File: src/rtl/fsmgc_pkg.sv
// Shared types and codes of the flash segment manager.
// Used by the front decoder, the command queue, the back engine and the top level.
`default_nettype none
package fsmgc_pkg;

  // Command codes as they arrive on the input channel
  localparam logic [3:0] CMD_OPEN    = 4'd0;
  localparam logic [3:0] CMD_NEXT    = 4'd1;
  localparam logic [3:0] CMD_SET     = 4'd2;
  localparam logic [3:0] CMD_INVAL   = 4'd3;
  localparam logic [3:0] CMD_CLEAR   = 4'd4;
  localparam logic [3:0] CMD_QUERY   = 4'd5;
  localparam logic [3:0] CMD_VICTIM  = 4'd6;
  localparam logic [3:0] CMD_TRIM    = 4'd7;
  localparam logic [3:0] CMD_GC      = 4'd8;

  // Result status codes
  localparam logic [1:0] STAT_OK         = 2'd0;
  localparam logic [1:0] STAT_NO_FREE    = 2'd1;
  localparam logic [1:0] STAT_FULL       = 2'd2;
  localparam logic [1:0] STAT_NO_INVALID = 2'd3;

  // Invalid page total per segment, saturating
  localparam int         TOT_W   = 11;
  localparam logic [10:0] TOT_MAX = 11'd2047;

  // Width that holds the segment of any page address
  localparam int PSEG_W = 10;

  typedef enum logic [3:0] {
    OP_OPEN, OP_NEXT, OP_SET, OP_INVAL, OP_CLEAR, OP_QUERY,
    OP_VICTIM, OP_TRIM, OP_GC, OP_NONE
  } op_t;

  // Classified command handed from front to back
  typedef struct packed {
    op_t               op;
    logic [15:0]       page;
    logic [5:0]        seg;
    logic [PSEG_W-1:0] pseg;     // segment that holds page
    logic              page_ok;  // page lies inside flash
    logic              seg_ok;   // seg lies inside flash
  } cmd_t;

endpackage
`default_nettype wire

File: src/rtl/fsmgc_fifo.sv
// Two-entry command queue between front and back end.
// Depends on fsmgc_pkg for the command type.
`default_nettype none
module fsmgc_fifo (
  input  wire logic            clk,
  input  wire logic            rst_n,
  input  wire logic            push,
  input  wire fsmgc_pkg::cmd_t push_data,
  output logic                 full,
  input  wire logic            pop,
  output fsmgc_pkg::cmd_t      pop_data,
  output logic                 empty
);

  fsmgc_pkg::cmd_t mem_r [2];
  logic            wp_r, rp_r;
  logic [1:0]      cnt_r;

  assign full     = cnt_r == 2'd2;
  assign empty    = cnt_r == 2'd0;
  assign pop_data = mem_r[rp_r];

  always_ff @(posedge clk) begin
    if (push) mem_r[wp_r] <= push_data;
  end

  // Pointers and fill count
  always_ff @(posedge clk) begin
    if (!rst_n) begin
      wp_r  <= 1'b0;
      rp_r  <= 1'b0;
      cnt_r <= 2'd0;
    end else begin
      if (push) wp_r <= !wp_r;
      if (pop)  rp_r <= !rp_r;
      cnt_r <= cnt_r + 2'(push) - 2'(pop);
    end
  end

endmodule
`default_nettype wire

File: config.mk
export PLATFORM = sky130hd
export DESIGN_NAME = fsmgc_fifo
export DESIGN_NICKNAME = d
export VERILOG_FILES = /design/src/rtl/fsmgc_pkg.sv /design/src/rtl/fsmgc_fifo.sv
export SDC_FILE = /design/constraint.sdc
export NUM_CORES = 1
export LEC_CHECK = 0
export BUFFER_PORTS_ARGS = -buffer_cell sky130_fd_sc_hd__buf_2
export CAP_MARGIN = 10
export CORE_MARGIN = 1
export CORE_UTILIZATION = 52
export CTS_CLUSTER_SIZE = 40
export DETAILED_ROUTE_END_ITERATION = 7
export HOLD_SLACK_MARGIN = 0.12
export PLACE_DENSITY_LB_ADDON = 0.1
export SETUP_SLACK_MARGIN = 0.5
export SYNTH_ARGS = -nofsm -noshare
export SYNTH_HDL_FRONTEND = slang
export SYNTH_SLANG_ARGS = --single-unit
File: constraint.sdc
create_clock -name clk -period 2.95 [get_ports clk]
set_clock_uncertainty 0.1 [all_clocks]
set_input_delay 0.295 -clock clk [delete_from_list [all_inputs] [get_ports clk]]
set_output_delay 0.295 -clock clk [all_outputs]
set_load 0.005 [all_outputs]
Word level (Yosys, flattened, before mapping)
Memories as Yosys holds them, arrays and structs flattened. A register that Yosys moved wholly into a read port is not among the register bits.
Cells that the tools add are included.
{ "op_classes": {"addsub": 2, "mul": 0, "n_div": 0, "magnitude_cmp": 0, "n_eq_ne": 1, "shift": 0, "n_mux": 4, "bitwise_logic": 0, "reduce_logical": 3} }
{ "ops": {"columns": ["operator", "count"], "rows": [
  ["$mux W1", 4],
  ["$add A2 B1 Y2", 1],
  ["$eq A2 B2 Y1 const B", 1],
  ["$logic_not A1 Y1", 2],
  ["$logic_not A2 Y1", 1],
  ["$sub A2 B1 Y2", 1]
]} }
{ "word_totals": {"register_bits": 4, "latchBits": 0, "ramBits": 76, "mem_bits_ro": 0, "inputBits": 42, "out_inout_bits": 40, "wordCells": 14, "n_memories": 1} }
{ "mem_list": {"columns": ["memory", "depth", "word_bits", "rd", "rd_ports_with_merged_regs", "wr", "line_no", "source"], "rows": [
  ["mem_r", 2, 38, 1, 1, 1, "fsmgc_fifo.sv:15", "fsmgc_pkg::cmd_t mem_r [2];"]
]} }

Longest topological paths before layout
{ "depth": {"depth_word": 3, "depth_mapped": 6} }

Least setup slack after synthesis
OpenSTA, ideal clock, no wires.
{ "synth_path": {"kind": "register to register", "start": "register wp_r", "end": "memory mem_r[0][0] in the netlist's numbering (enable)", "setup_ns": 0.439, "t_arrival_ns": 2.038, "required_ns": 2.411, "slack_ns": 0.373, "stages_incl_launch_ff": 2, "n_path_buf": 0, "cell_sequence": "dfxtp_1 -> nor2b_1"} }
{ "synth_lines": {"columns": ["item", "line_no", "source"], "rows": [
  ["start, declared", "fsmgc_fifo.sv:16", "logic wp_r, rp_r;"],
  ["start signal, assigned", "fsmgc_fifo.sv:34", "if (push) wp_r <= !wp_r;"],
  ["end, declared", "fsmgc_fifo.sv:15", null]
]} }
Straight into the memory's write port.

==> metrics.md <==
| Metric | Value |
|---|---|
| Cell Area, Placed | 3551 µm² |
| # setup viols final | 0 |
| Register Area | between 2000 and 2500 µm² |
| Final WS setup | ~0.81 ns |
| RSZ-0062 raised after global routing | no |
| Core area | 5574 µm² |
| # diodes | 0 |
| Pre-Repair DR Iteration Count | 4 |
| Area leader, netlist | edfxtp_1 |
| Lkg Pwr | 1.625 nW |
| Compound-gate portion of the synthesized area | 0.2462% |
| Gate count of the mapped netlist | 139 |
| HP Class | input pin to flip-flop |
| Fin cells | 346 |
| Relative slew slack | 38.12% |
| Gpl congestion | 0.6450 |
| Pre-CTS WS | 1.123 ns |
| Crit path kind | flip-flop to primary output |
| Netlist cell types | 14 |
| Vias in the first global route | 1719 |
| Flops & latches, synth | 81 |
| Outcome | completed |
| Multi-input logic area | 629.4 µm² |
| Worst EP required | roughly 2.6 ns |
| Main synth FF type | edfxtp_1 |
| Area Growth Syn to Fin | 34.26% |
| Placed Cells | 291 |
| Detailed Route WL | 5122 µm |
| Worst Tran Pin Value | about 0.93 ns |
| Synth Area in XOR/XNOR | 1.026% |
| Sink Count | 81 |
| CTS root buffer | clkbuf_8 |
| Post-synthesis adder-cell area fraction | 0.8207% |
| CP Buf/Inv Count | 2 |
| Startpoint types | flip-flop |
| DR DRC count | 0 |
| Worst Setup End Kind | primary output |
| WL/cell | about 15 µm |
| Filler Cells Inserted | 346 |
| Hold slack | 0.2224 ns |
| Resized cells post-CTS | 0 |
| Max-slew violation count | 0 |
| Register area share after synthesis | 78.13% |
| Worst path top cell family by delay | flip-flops |
| Crit path max fanout | 20 |
| Main combinational cell family by area after synthesis | multiplexers |
| Fin util | 73.45% |
| Setup TNS | 0 ns |
| FFs w/ async S/R, synth | 0% |
| Final instance area | ~4100 µm² |
| Boundary Pins | 82 |
| Gr ovfl total | 0 |
| Count leader, synth | edfxtp_1 |
| Layout cells sized above 1 | 49.64% |
| Syn. warnings | 0 |
| Num rows | 27 |
| Tcrit/Tclk final | slightly above 70% |
| DP Wirelength | 3253 µm |
| Cts hold-fix bufs | 39 |
| H-tree depth | 3 |
| Slowest cell on crit path | dfxtp_2 |
| Clk buf depth | 2 |
| Hold Vio Cnt, Final | 0 |
| Initial DRC Count | 62 |
| Post-Synth Simple-Gate Area | approximately 1.8% |
| Mux contribution to synthesized area | approximately 16% |
| Count of flip-flops with a built-in enable after synthesis | 76 |
| Detail-routed via count per cell | 4.714 |
| Port Buffers | between 80 and 90 |
| Die area | 6174 µm² |
| CP Data Arrival Time | roughly 1.7 ns |
| Top post-synthesis cells by area | edfxtp_1 75%, mux2_4 9.8%, mux2_2 6.6%, dfxtp_1 3.3%, buf_6 1.1% |
| CTS Buf Count | 9 |
| Synthesized area per cell | 21.94 µm² |
| Pin count of the biggest net entering global routing | 39 |
| Max Cap Viol | 0 |
| Nets@finish | between 300 and 400 |
| P per Cell Area | around 560 nW/µm² |
| Synthesized Nets | 183 |
| Max VDD drop | 0.0003981 V |
| Starting Density | 54.70% |
| Antenna viol nets, final | 0 |
| Clock latency on the worst-skew pair | 0.33 ns |
| Initial antenna violation count | 0 |
| Crit path cell chain | buf_12 -> mux2_2 -> buf_2 |
| Min cycle time layout | 2.136 ns |
| Synthesized cell area | 3049 µm² |
| Max Clk Rate | 468.2 MHz |
| Via Count | 1631 |
| CTS tree | done |
| Pwr Total | between 2 and 2.5 mW |
| # Post-CTS Setup Buffers | 0 |
| Die Y | 78.58 µm |
| Crit path largest cell delay | 0.67 ns |
| First-pass GRT wire length | 7928 µm |
| Commonest cells post-synth | 76 x edfxtp_1, 20 x mux2_4, 18 x mux2_2, 5 x dfxtp_1 |
| DIE WIDTH | about 80 µm |
| Clock transition at path regs | 0.07 ns |
| Tot GR Track Use | 17.97% |
| Post-synth top area share | 74.85% |
final cells by class:
cell class	instances	area share [%]
Multi-Input combinational cell	52	15.37
Clock inverter	6	0.6112
Sequential cell	81	58.22
Inverter	2	0.1834
Tap cell	72	2.200
Timing Repair Buffer	123	20.29
Clock buffer	10	3.117
placed cells by master, fill, tap and decap left out:
master | netlist | final
nor2_1 | 1 | 1
buf_4 | 0 | 2
xnor3_1 | 1 | 1
mux2_2 | 18 | 18
ha_1 | 2 | 2
dfxtp_1 | 5 | 4
nor2b_1 | 4 | 3
clkbuf_1 | 0 | 1
o21a_1 | 1 | 1
xor2_1 | 1 | 1
and2_1 | 4 | 3
clkbuf_8 | 0 | 9
mux2_4 | 20 | 20
edfxtp_1 | 76 | 76
dfxtp_2 | 0 | 1
and2_2 | 0 | 1
nor2b_4 | 0 | 1
dlygate4sd3_1 | 0 | 39
buf_2 | 1 | 81
buf_12 | 0 | 1
clkinv_2 | 0 | 2
clkinv_1 | 0 | 4
inv_1 | 2 | 2
layer usage:
metal  track usage (%)  share of wire (%)  vias to the layer above
li1                  -                  -                      799
met1             20.06                 41                      770
met2             32.09                 53                       56
met3             5.116                4.6                        6
met4             7.222                1.3                        0
met5                 0                  0                        -
state kept, by name (all words and copies together), names as in the netlist, named ones only:
name / count
rp_r: 1
cnt_r: 2
mem_r: 76
wp_r: 1
kinds of logic after synthesis:
family          count (synthesis)
fa+ha+maj                       2
buf+inv                         6
simple gates                    9
xor+xnor                        2
flops                          81
compound gates                  1
mux                            38
where the power goes:
group          leakage [nW]  switching (mW)  internal (mW)  total [mW]
logic                 0.790           0.115          0.193       0.308
registers             0.755          0.0308           1.33        1.36
clock network        0.0800           0.344          0.291       0.636
total                  1.63           0.490           1.81        2.30
path summary, 6_finish.rpt:
check             slack, ns  cells past startpoint                      to               from
hold / removal         0.22                      3       wp_r$_SDFFE_PN0P_               push
hold reg to reg        0.49                      2       rp_r$_SDFFE_PN0P_  rp_r$_SDFFE_PN0P_
setup reg to reg       1.26                      2  mem_r[0][17]$_DFFE_PP_  wp_r$_SDFFE_PN0P_
setup / recovery       0.81                      3             pop_data[0]          flip-flop
tightest hold or removal path, stage by stage:
cell,delay (ns)
buf_2,0.11
nor2b_1,0.05
o21a_1,0.15
Note: power is estimated with default switching activity, not from simulation.
